### src/rtl/utf8_to_utf16_transcoder_macros.svh
// Assertion macros shared by the UTF-8 to UTF-16 transcoder RTL.
// Standalone header; included by files that carry concurrent assertions.
`ifndef UTF8_TO_UTF16_TRANSCODER_MACROS_SVH
`define UTF8_TO_UTF16_TRANSCODER_MACROS_SVH

// Same-cycle implication, checked on every rising edge outside reset.
`define U8U16_ASSERT_NOW(label, clk, rst, ante, cons, msg) \
  label: assert property (@(posedge clk) disable iff (rst) (ante) |-> (cons)) else $error(msg);

// Next-cycle implication, checked on every rising edge outside reset.
`define U8U16_ASSERT_NEXT(label, clk, rst, ante, cons, msg) \
  label: assert property (@(posedge clk) disable iff (rst) (ante) |=> (cons)) else $error(msg);

`endif

### src/rtl/u8u16_pkg.sv
// Package for the UTF-8 to UTF-16 transcoder: byte class limits, masks,
// surrogate constants and the per-byte decode function. No dependencies.
package u8u16_pkg;

  localparam int unsigned PointWidth = 21;
  localparam int unsigned UnitWidth  = 16;

  localparam logic [7:0] ASCII_MAX = 8'h7F;
  localparam logic [7:0] CONT_MAX  = 8'hBF;
  localparam logic [7:0] LEAD2_MAX = 8'hDF;
  localparam logic [7:0] LEAD3_MAX = 8'hEF;

  localparam logic [7:0] LEAD2_MASK = 8'h1F;
  localparam logic [7:0] LEAD3_MASK = 8'h0F;
  localparam logic [7:0] LEAD4_MASK = 8'h07;

  localparam logic [PointWidth-1:0] PAIR_BASE = 21'h10000;
  localparam logic [UnitWidth-1:0]  HI_SURR   = 16'hD800;
  localparam logic [UnitWidth-1:0]  LO_SURR   = 16'hDC00;

  // Outcome of one byte: whether a code point completes, and the new state.
  typedef struct packed {
    logic                  emit;
    logic [PointWidth-1:0] point;
    logic [1:0]            pend;
    logic [PointWidth-1:0] acc;
  } dec_t;

  function automatic dec_t decode(
    input logic [7:0]            b,
    input logic                  start,
    input logic [1:0]            pend,
    input logic [PointWidth-1:0] acc
  );
    dec_t                  d;
    logic [1:0]            pend_eff;
    logic [PointWidth-1:0] acc_eff;
    logic [PointWidth-1:0] acc_shift;
    pend_eff  = start ? 2'd0 : pend;
    acc_eff   = start ? '0 : acc;
    acc_shift = {acc_eff[PointWidth-7:0], b[5:0]};
    d.emit  = 1'b0;
    d.point = '0;
    d.pend  = pend_eff;
    d.acc   = acc_eff;
    if (pend_eff != 2'd0) begin
      // Inside a sequence every byte counts as a continuation byte.
      d.acc   = acc_shift;
      d.pend  = pend_eff - 2'd1;
      d.emit  = (pend_eff == 2'd1);
      d.point = acc_shift;
    end else if (b <= ASCII_MAX) begin
      d.emit  = 1'b1;
      d.point = {13'd0, b};
    end else if (b <= CONT_MAX) begin
      // Stray continuation byte is dropped and the state is left alone.
      d.emit = 1'b0;
    end else if (b <= LEAD2_MAX) begin
      d.acc  = {13'd0, b & LEAD2_MASK};
      d.pend = 2'd1;
    end else if (b <= LEAD3_MAX) begin
      d.acc  = {13'd0, b & LEAD3_MASK};
      d.pend = 2'd2;
    end else begin
      d.acc  = {13'd0, b & LEAD4_MASK};
      d.pend = 2'd3;
    end
    return d;
  endfunction

endpackage

### src/rtl/utf8_to_utf16_transcoder.sv
// Top level of the lenient UTF-8 to UTF-16 transcoder.
// Depends on u8u16_pkg and utf8_to_utf16_transcoder_macros.svh.
//
// The block takes one UTF-8 byte per slave transaction and gives UTF-16 code
// units on the master side. A byte is registered on entry; while it waits there
// the decode logic combines it with the pending-byte count and the code point
// accumulator, and, once there is room, any finished code unit is loaded into
// the output register. The first unit of an accepted byte thus passes through
// the entry register and the output register before the master side shows it.
// One byte is taken every cycle while the master side keeps up and no pair
// half waits. A code point above 0xFFFF yields a surrogate pair: the high half
// goes out first with tlast low, the low half is held in a second register and
// follows with tlast high, and the entry register waits until the low half has
// moved into the output register. tlast is high on the final unit caused by a
// byte. tuser high marks the first byte of a message and discards any
// unfinished sequence. Bytes that give no unit (lead bytes, continuations,
// stray continuations) still pass through the entry register at one per cycle
// while there is room. Decoding is lenient: no overlong, surrogate or range
// checks are made.
module utf8_to_utf16_transcoder
  import u8u16_pkg::*;
(
  input  logic        clk,
  input  logic        rst,
  input  logic        s_tvalid,
  output logic        s_tready,
  input  logic [7:0]  s_tdata,   // [7:0] byte_in
  input  logic        s_tuser,   // [0] msg_start
  output logic        m_tvalid,
  input  logic        m_tready,
  output logic [15:0] m_tdata,   // [15:0] code_unit
  output logic        m_tlast    // last_unit
);

  `include "utf8_to_utf16_transcoder_macros.svh"

  // Entry register.
  logic       in_valid;
  logic [7:0] in_byte;
  logic       in_start;

  // Decode state.
  logic [1:0]            bytes_pending;
  logic [PointWidth-1:0] point_accum;

  // Second half of a surrogate pair, waiting behind the output register.
  logic                 sec_valid;
  logic [UnitWidth-1:0] sec_data;

  dec_t                  dec;
  logic                  room;
  logic                  advance;
  logic                  is_pair;
  logic [PointWidth-1:0] offset;
  logic [UnitWidth-1:0]  unit_hi;
  logic [UnitWidth-1:0]  unit_lo;

  // The result stage can take a new byte's units when no pair half waits and
  // the output register is empty or being emptied in this cycle.
  assign room     = !sec_valid && (!m_tvalid || m_tready);
  assign advance  = in_valid && room;
  assign s_tready = !in_valid || advance;

  assign dec     = decode(in_byte, in_start, bytes_pending, point_accum);
  assign is_pair = |dec.point[PointWidth-1:UnitWidth];
  assign offset  = dec.point - PAIR_BASE;
  assign unit_hi = HI_SURR | {5'd0, offset[PointWidth-1:10]};
  assign unit_lo = LO_SURR | {6'd0, offset[9:0]};

  always_ff @(posedge clk) begin
    if (rst) begin
      in_valid <= 1'b0;
    end else if (s_tready) begin
      in_valid <= s_tvalid;
    end
  end

  always_ff @(posedge clk) begin
    if (s_tvalid && s_tready) begin
      in_byte  <= s_tdata;
      in_start <= s_tuser;
    end
  end

  always_ff @(posedge clk) begin
    if (rst) begin
      bytes_pending <= 2'd0;
      point_accum   <= '0;
    end else if (advance) begin
      bytes_pending <= dec.pend;
      point_accum   <= dec.acc;
    end
  end

  // Output control: a new byte's units load only when there is room (see
  // above); otherwise a taken unit is replaced by the waiting pair half, if
  // any.
  always_ff @(posedge clk) begin
    if (rst) begin
      m_tvalid  <= 1'b0;
      sec_valid <= 1'b0;
    end else if (advance && dec.emit) begin
      m_tvalid  <= 1'b1;
      sec_valid <= is_pair;
    end else if (m_tvalid && m_tready) begin
      if (sec_valid) begin
        sec_valid <= 1'b0;
      end else begin
        m_tvalid <= 1'b0;
      end
    end
  end

  always_ff @(posedge clk) begin
    if (m_tvalid && m_tready && sec_valid) begin
      m_tdata <= sec_data;
      m_tlast <= 1'b1;
    end
    if (advance && dec.emit) begin
      m_tdata  <= is_pair ? unit_hi : dec.point[UnitWidth-1:0];
      m_tlast  <= !is_pair;
      sec_data <= unit_lo;
    end
  end

  // A waiting low half always sits behind a shown high half.
  `U8U16_ASSERT_NOW(a_pair_behind_output, clk, rst, sec_valid, m_tvalid && !m_tlast, "pair half without high half on output")
  // The waiting half is a low surrogate; points past 0x10FFFF may set bit 10 of the high half.
  `U8U16_ASSERT_NOW(a_pair_surrogates, clk, rst, sec_valid, (m_tdata[15:11] == 5'b11011) && (sec_data[15:10] == 6'b110111), "surrogate pair malformed")
  // A taken high half is followed by its low half as the final unit.
  `U8U16_ASSERT_NEXT(a_pair_follows, clk, rst, sec_valid && m_tready, m_tvalid && m_tlast && !sec_valid, "low half did not follow high half")

endmodule
### config.mk
export PLATFORM = sky130hd
export DESIGN_NAME = utf8_to_utf16_transcoder
export DESIGN_NICKNAME = d
export VERILOG_FILES = /design/src/rtl/u8u16_pkg.sv /design/src/rtl/utf8_to_utf16_transcoder.sv
export VERILOG_INCLUDE_DIRS = /design/src /design/src/rtl
export SDC_FILE = /design/constraint.sdc
export NUM_CORES = 1
export LEC_CHECK = 0
export BUFFER_PORTS_ARGS = -buffer_cell sky130_fd_sc_hd__buf_2
export CORE_MARGIN = 8
export CORE_UTILIZATION = 60
export CTS_BUF_LIST = sky130_fd_sc_hd__clkbuf_4 sky130_fd_sc_hd__clkbuf_8
export CTS_CLUSTER_SIZE = 20
export DETAILED_ROUTE_END_ITERATION = 8
export GPL_ROUTABILITY_DRIVEN = 0
export GPL_TIMING_DRIVEN = 0
export PLACE_DENSITY = 0.82
export SLEW_MARGIN = 20
export SYNTH_ARGS = -nofsm -noshare
export SYNTH_HDL_FRONTEND = slang
export SYNTH_SLANG_ARGS = --single-unit
### constraint.sdc
create_clock -name clk -period 6.1 [get_ports clk]
set_input_delay 1.22 -clock clk [delete_from_list [all_inputs] [get_ports clk]]
set_output_delay 1.22 -clock clk [all_outputs]
set_load 0.02 [all_outputs]
==> qor.yml, run 1 <==
die:
  start_util_pct: 61.4
  die_h_um: 79.5
  fp.dieArea_um2: 6320
  die_w_um: 79.5
  ios: 32
  core_area_um2: 3940
  rows: 23
cts:
  clock-sinks: 56
  cts_hold_buf: 0
  cts_tree: "done"
  cts_max_level: 2
  post-cts-setup-buffers: 0
  post_cts_resized: 0
  clkSlewWorstSetupHoldPaths_ps: 100
  cts_buffer_depth: 2
  cts_buffers: 5
  clk-insertion-delay-late_ps: 310
  cts-root-buf: "clkbuf_8"
drt:
  drc_errors: 0
  via_per_inst: 5.93
  wl_met1_um: 1940
  wl_per_cell_um: 16.3
  antenna_left: 0
  highest-signal-layer: "met4"
  num_vias: 1726
  dr.pass1.iters: 4
  drt_iter0_markers: 111
  route.met3.wl_um: 362
  met2_wirelength_um: 2320
  routed_wl_um: 4730
sta:
  relSlewSlack_pct: 30.1
  setup_viol_count_final: 0
  rsz0062_at_grt: "no"
  drv_slew: 0
  worst-slew-pin-transition_ps: 1040
  fin_worst_skew_ps: 6.73
  tns_ps: 0
  hold_violations: 0
  fin_crit_sh_pct: 51.9
  hold_slack_ps: 495
  fmax_mhz: 316
  min_period_ps: 3160
logic_synthesis:
  ys_top_cells_by_count: "36 x edfxtp_1, 20 x dfxtp_1, 18 x nand2_1"
  async_flop_share_pct: 0
  syn-cell-area_um2: 2420
  syn_inst: 203
  avgSynthCellArea_um2: 11.9
  yosys.area.top_type: "edfxtp_1"
  yosys_most_used_dff: "edfxtp_1"
  synth_fp_nets: 217
  synth-simple-area-share_pct: 14.8
  yosysMostFrequentCell: "edfxtp_1"
  synth_compound_gate_area_share_pct: 12.9
  muxShareOfSynthArea_pct: 7.65
  yosys_register_bits: 56
  yosysSeqAreaShare_pct: 61.2
  yosysTopAreaCellShare_pct: 44.7
  yosys_warnings: 0
  synth_cell_types: 41
  synth_top_family_by_area: "simple AND/OR/NAND/NOR gates"
  synth_edf_count: 36
  synth-xor-area-share_pct: 0.362
  synth_adder_area_share_pct: 0.517
  synth.area.top_cells: "edfxtp_1 45%, dfxtp_1 17%, mux2_2 5.6%"
power:
  finalPower_w: 0.000714
  ir_drop_uv: 193
  power_density_nw_per_um2: 260
  p_leak_nw: 1.04
final_layout:
  area_growth_pct: 13.5
  diodes: 0
  final_net_count: 254
  final_util_pct: 69.7
  instances_no_fill: 291
  layout-drive-gt1-share_pct: 25.3
min_path:
  holdPathStages: 1
  min_from: "in_byte[2]$_DFFE_PP_"
  min_path_type: "flop to flop"
  holdPathEnd: "point_accum[2]$_SDFFE_PP0P_"
worst_setup_path:
  crit_path_start_kind: "input port"
  arrival_ps: 1940
  r2r-start: "sec_valid$_SDFFE_PP0P_"
  r2r-end: "m_tdata[0]$_DFFE_PP_"
  crit_chain: "buf_2 -> nor2b_1 -> o21ai_0 -> buf_2"
  criticalPathCategory: "input port to primary output"
  reg2reg_depth: 6
  worstSetupEndpointType: "primary output"
  crit_required_ps: 4880
  cp_common_cell: "buf_2"
  crit_path_max_incr_delay_ps: 240
  cp_slowest_cell: "nor2b_1"
  cp_max_fo: 5
  r2r_setup_slack_ps: 3560
global_route:
  antenna_found_initial: 0
  gr-usage-all-layers_pct: 16.4
  grt_pass1_vias: 1758
  grt_overflow: 0
  grt_pass1_wl_um: 8080
  grt_max_degree: 20
placed_design:
  hpwl_um: 3380
  placed_cells: 283
  numPortBuffers: 30
job:
  maxCapViolCount: 0
run_status:
  status: "completed"
-- flip-flops by register name, summed over array words and instances (netlist names) --
name,flops
m_tvalid,1
sec_valid,1
in_byte,8
bytes_pending,2
sec_data,10
in_start,1
point_accum,15
m_tdata,16
in_valid,1
m_tlast,1
-- cell type report --
| class | count | area, um2 |
|---|---|---|
| plain buffers | 7 | 38.8 |
| clock buffers | 6 | 76.3 |
| clock inverters | 2 | 38.8 |
| fillers | 275 | 1190 |
| inverters | 6 | 22.5 |
| multi-input cells | 134 | 878 |
| flip-flops and latches | 56 | 1480 |
| well taps | 50 | 62.6 |
| repair buffers | 30 | 150 |
-- worst max-delay path, delay by kind of cell --
kind	cells	cell delay, ps
compound gates	1	170
buf+inv	2	310
simple gates	1	240
-- power breakdown --
| group | switching [W] | total [W] | internal, W |
|---|---|---|---|
| combinational | 0.0000268 | 0.0000440 | 0.0000172 |
| clock | 0.000120 | 0.000249 | 0.000129 |
| sequential | 0.00000695 | 0.000421 | 0.000414 |
| total | 0.000154 | 0.000714 | 0.000560 |
-- stage by stage --
stage | instance area, um2 | setup WS, ps
global route | 2750 | 2860
floorplan | 2420 | 3040
detailed placement | 2630 | 2680
global placement | 2630 | 2730
finish | 2750 | 2940
CTS | 2750 | 2930
-- layout by cell type (no fill, tap or decap), drive strengths merged, types with 2 or more instances in the layout --
cell / n
edfxtp: 36
buf: 34
dfxtp: 20
nand2: 18
nor2: 14
mux2: 14
o21ai: 12
a22oi: 10
and2: 9
clkbuf: 9
inv: 7
nand2b: 6
nor3: 6
a21oi: 6
nor2b: 4
nand3: 4
a22o: 4
or3: 4
o21bai: 2
a21boi: 2
mux2i: 2
o2bb2ai: 2
nand4: 2
a32o: 2
or2: 2
-- cells by family (layout without fill, tap and decap cells) --
family | after synthesis | after routing
adder cells (fa/ha/maj) | 1 | 1
AND/OR/NAND/NOR | 71 | 71
XOR/XNOR | 1 | 1
AO/OA/AOI/OAI | 45 | 45
buffers and inverters | 13 | 51
flip-flops | 56 | 56
multiplexers | 16 | 16
-- how the worst max path moves through the flow --
stage | from | end | slack [ps] | cells after the start
after floorplan | m_tready | s_tready | 3040 | 2
after global placement | m_tready | m_tdata[2]$_DFFE_PP_ | 2730 | 7
after detailed placement | m_tready | m_tdata[0]$_DFFE_PP_ | 2680 | 7
after CTS | m_tready | s_tready | 2930 | 4
after global routing | m_tready | s_tready | 2860 | 4
final | m_tready | s_tready | 2940 | 4
-- per-layer routing --
layer	vias to the layer above	GRT usage (%)
met2	78	27.1
li1	820	-
met4	0	8.89
met5	-	0
met1	818	18.5
met3	10	5.18
(Power assumes the default switching activity.)
==> run 2: changes to the inputs <==
Settings changed: ABC_AREA from default to 1, CORE_UTILIZATION 60 to 54, PLACE_DENSITY 0.82 to 0.78.
Clock period 6.1 ns to 2.9 ns, I/O delays scaled along.
==> run 2 against run 1 <==
Core utilization down 6.4 points. Sequential power increased by 120%. Routed wire length is 19% higher. Clock skew rose by 6.4 ps. Die area up 18%. Final cell count grew 36%. Clock-buffer cell count unchanged.
==> qor.yml, run 2 <==
run_status:
  status: "completed"  # unchanged
sta:
  fmax_mhz: 499
  worst-slew-pin-transition_ps: 822  # was 1040 ps
  tns_ps: 0  # unchanged
  setup_viol_count_final: 0  # unchanged
  min_period_ps: 2000
  relSlewSlack_pct: 45.2  # was 30.1%
  fin_crit_sh_pct: 69.1
  setup_slack_ps: 896  # was 2940 ps
  drv_slew: 0  # unchanged
  hold_violations: 0  # unchanged
  rsz0062_at_grt: "no"  # unchanged
  fin_worst_skew_ps: 13.1  # was 6.73 ps
drt:
  via_per_inst: 5.28  # was 5.93
  wl_per_cell_um: 14.2  # was 16.3 um
  drt_iter0_markers: 202  # was 111
  antenna_left: 0  # unchanged
  drc_errors: 0  # unchanged
  routed_wl_um: 5640  # was 4730 um
  dr.pass1.iters: 5  # was 4
  num_vias: 2092  # was 1726
cts:
  cts_hold_buf: 0  # unchanged
  cts_buffer_depth: 2  # unchanged
  post_cts_resized: 0  # unchanged
  post-cts-setup-buffers: 0  # unchanged
  cts_buffers: 5  # unchanged
  cts_max_level: 2  # unchanged
  cts-root-buf: "clkbuf_8"  # unchanged
  clk-insertion-delay-late_ps: 310  # about the same
  clock-sinks: 56  # unchanged
  cts_tree: "done"  # unchanged
  clkSlewWorstSetupHoldPaths_ps: 100  # about the same
logic_synthesis:
  yosys_register_bits: 56  # unchanged
  synth.area.top_cells: "edfxtp_1 41%, dfxtp_1 15%, nand2_1 8.6%"  # was edfxtp_1 45%, dfxtp_1 17%, mux2_2 5.6%
  syn-cell-area_um2: 2660  # was 2420 um2
  synth_edf_count: 36  # unchanged
  yosys_warnings: 0  # unchanged
  yosysTopAreaCellShare_pct: 40.6  # was 44.7%
  yosysMostFrequentCell: "nand2_1"  # was edfxtp_1
  ys_top_cells_by_count: "61 x nand2_1, 40 x inv_1, 38 x nand3_1"  # was 36 x edfxtp_1, 20 x dfxtp_1, 18 x nand2_1
  synth_cell_types: 30  # was 41
  syn_inst: 290  # was 203
  synth_fp_nets: 304  # was 217
  async_flop_share_pct: 0  # unchanged
  avgSynthCellArea_um2: 9.19  # was 11.9 um2
  yosys.area.top_type: "edfxtp_1"  # unchanged
  yosys_most_used_dff: "edfxtp_1"  # unchanged
  yosysSeqAreaShare_pct: 55.6  # was 61.2%
final_layout:
  regMostFlops: "m_tdata"  # unchanged
  final_net_count: 342  # was 254
  diodes: 0  # unchanged
  final_cell_mix: "61 x nand2_1, 40 x inv_1, 38 x nand3_1, 36 x edfxtp_1, 34 x buf_2"  # was 36 x edfxtp_1, 31 x buf_2, 20 x dfxtp_1, 18 x nand2_1, 14 x nor2_1
  layout-drive-gt1-share_pct: 20.7  # was 25.3%
  nFillCells: 424  # was 275
  final_common_cell: "nand2_1"  # was edfxtp_1
  largest_register_ffs: 16  # unchanged
  final_util_pct: 63.3  # was 69.7%
  fin_area_um2: 3010  # was 2750 um2
  top_regs: "m_tdata (16), point_accum (15), sec_data (10)"  # unchanged
  area_growth_pct: 13.0  # was 13.5%
placed_design:
  pre_cts_ws_ps: 728  # was 2680 ps
  numPortBuffers: 31  # was 30
  hpwl_um: 4220  # was 3380 um
  place_area_um2: 2920  # was 2630 um2
min_path:
  min_from: "s_tdata[0]"  # was in_byte[2]$_DFFE_PP_
  min_path_type: "input port to flop"  # was flop to flop
  holdPathStages: 1  # unchanged
  holdPathEnd: "in_byte[0]$_DFFE_PP_"  # was point_accum[2]$_SDFFE_PP0P_
worst_setup_path:
  cp_common_cell: "inv_1"  # was buf_2
  crit_required_ps: 2320  # was 4880 ps
  cp_slowest_cell: "dfxtp_1"  # was nor2b_1
  r2r-end: "m_tdata[14]$_SDFFCE_PP1P_"  # was m_tdata[0]$_DFFE_PP_
  cp_max_fo: 3  # was 5
  reg2reg_depth: 6  # unchanged
  r2r-start: "m_tvalid$_SDFFE_PP0P_"  # was sec_valid$_SDFFE_PP0P_
  worstSetupEndpointType: "primary output"  # unchanged
  crit_path_max_incr_delay_ps: 360  # was 240 ps
  criticalPathCategory: "flop to primary output"  # was input port to primary output
  arrival_ps: 1420  # was 1940 ps
  crit_path_start_kind: "flop"  # was input port
  r2r_setup_slack_ps: 950  # was 3560 ps
  crit_chain: "inv_1 -> o21ai_1 -> inv_1 -> nor2_1 -> inv_1 -> buf_2"  # was buf_2 -> nor2b_1 -> o21ai_0 -> buf_2
die:
  start_util_pct: 56.0  # was 61.4%
  rows: 25  # was 23
  core_area_um2: 4750  # was 3940 um2
  fp.dieArea_um2: 7440  # was 6320 um2
  die_w_um: 86.2  # was 79.5 um
  die_h_um: 86.2  # was 79.5 um
  ios: 32  # unchanged
power:
  finalPower_w: 0.00161  # was 0.000714 W
  p_leak_nw: 1.28  # was 1.04 nW
  ir_drop_uv: 312  # was 193 uV
  power_density_nw_per_um2: 535  # was 260 nW/um2
global_route:
  gr-usage-all-layers_pct: 15.6  # was 16.4%
  antenna_found_initial: 0  # unchanged
  grt_pass1_wl_um: 8960  # was 8080 um
  grt_overflow: 0  # unchanged
  grt_pass1_vias: 1886  # was 1758
  grt_max_degree: 20  # unchanged
job:
  maxCapViolCount: 0  # unchanged
## run 2: cell families after synthesis
family	count (synthesis)	synth area share (%)
AOI/OAI and AO/OA	49	10.7
and+or+nand+nor	129	24.1
buffers and inverters	54	8.74
xor gates and xnor gates	1	0.329
adders and majority gates	1	0.470
DFF	56	55.6
## run 2: through the flow
stage,cells,hold WS [ps]
floorplan,290,469
global placement,388,482
detailed placement,388,492
CTS,396,429
global route,396,421
finish,396,432
## run 2: worst max-delay path, delay by kind of cell (launching register included)
family	cells	cell delay [ps]
AO/OA/AOI/OAI	1	230
buffers and inverters	4	400
flip-flops	1	360
AND/OR/NAND/NOR	1	120
## run 2: area by class of cell
type / count / area [um2] / area share (%)
Multi-Input combinational cell: 180 / 963 / 32.0
Inverter: 44 / 165 / 5.49
Clock buffer: 6 / 76.3 / 2.54
Sequential cell: 56 / 1480 / 49.2
Tap cell: 67 / 83.8 / 2.79
Buffer: 10 / 67.6 / 2.25
Clock inverter: 2 / 16.3 / 0.541
Timing Repair Buffer: 31 / 155 / 5.16
## run 2: worst max-delay path by stage
stage                     depth (start not counted)                        end                   from  slack, ps
after global routing                              6                   s_tready  m_tvalid$_SDFFE_PP0P_        810
after floorplan                                   2       m_tdata[0]$_DFFE_PP_               m_tready        520
after global placement                            3  m_tdata[14]$_SDFFCE_PP1P_               m_tready         60
final                                             6                   s_tready  m_tvalid$_SDFFE_PP0P_        900
after CTS                                         6                   s_tready  m_tvalid$_SDFFE_PP0P_        900
after detailed placement                          6  m_tdata[14]$_SDFFCE_PP1P_               m_tready        730
## run 2: metal layers
layer  vias to the layer above  global-route usage, %  wire, um
met4                         0                   6.42       110
li1                       1041                      -         -
met5                         -                      0         0
met2                        91                   24.6      2600
met1                       950                   19.5      2540
met3                        10                   4.44       387
## run 2: where the power goes
group / leakage [nW] / total [W] / switching (W) / internal [W]
combinational: 0.742 / 0.000243 / 0.000165 / 0.0000782
clock: 0.0448 / 0.000441 / 0.000259 / 0.000182
sequential: 0.493 / 0.000927 / 0.0000244 / 0.000902
total: 1.28 / 0.00161 / 0.000448 / 0.00116
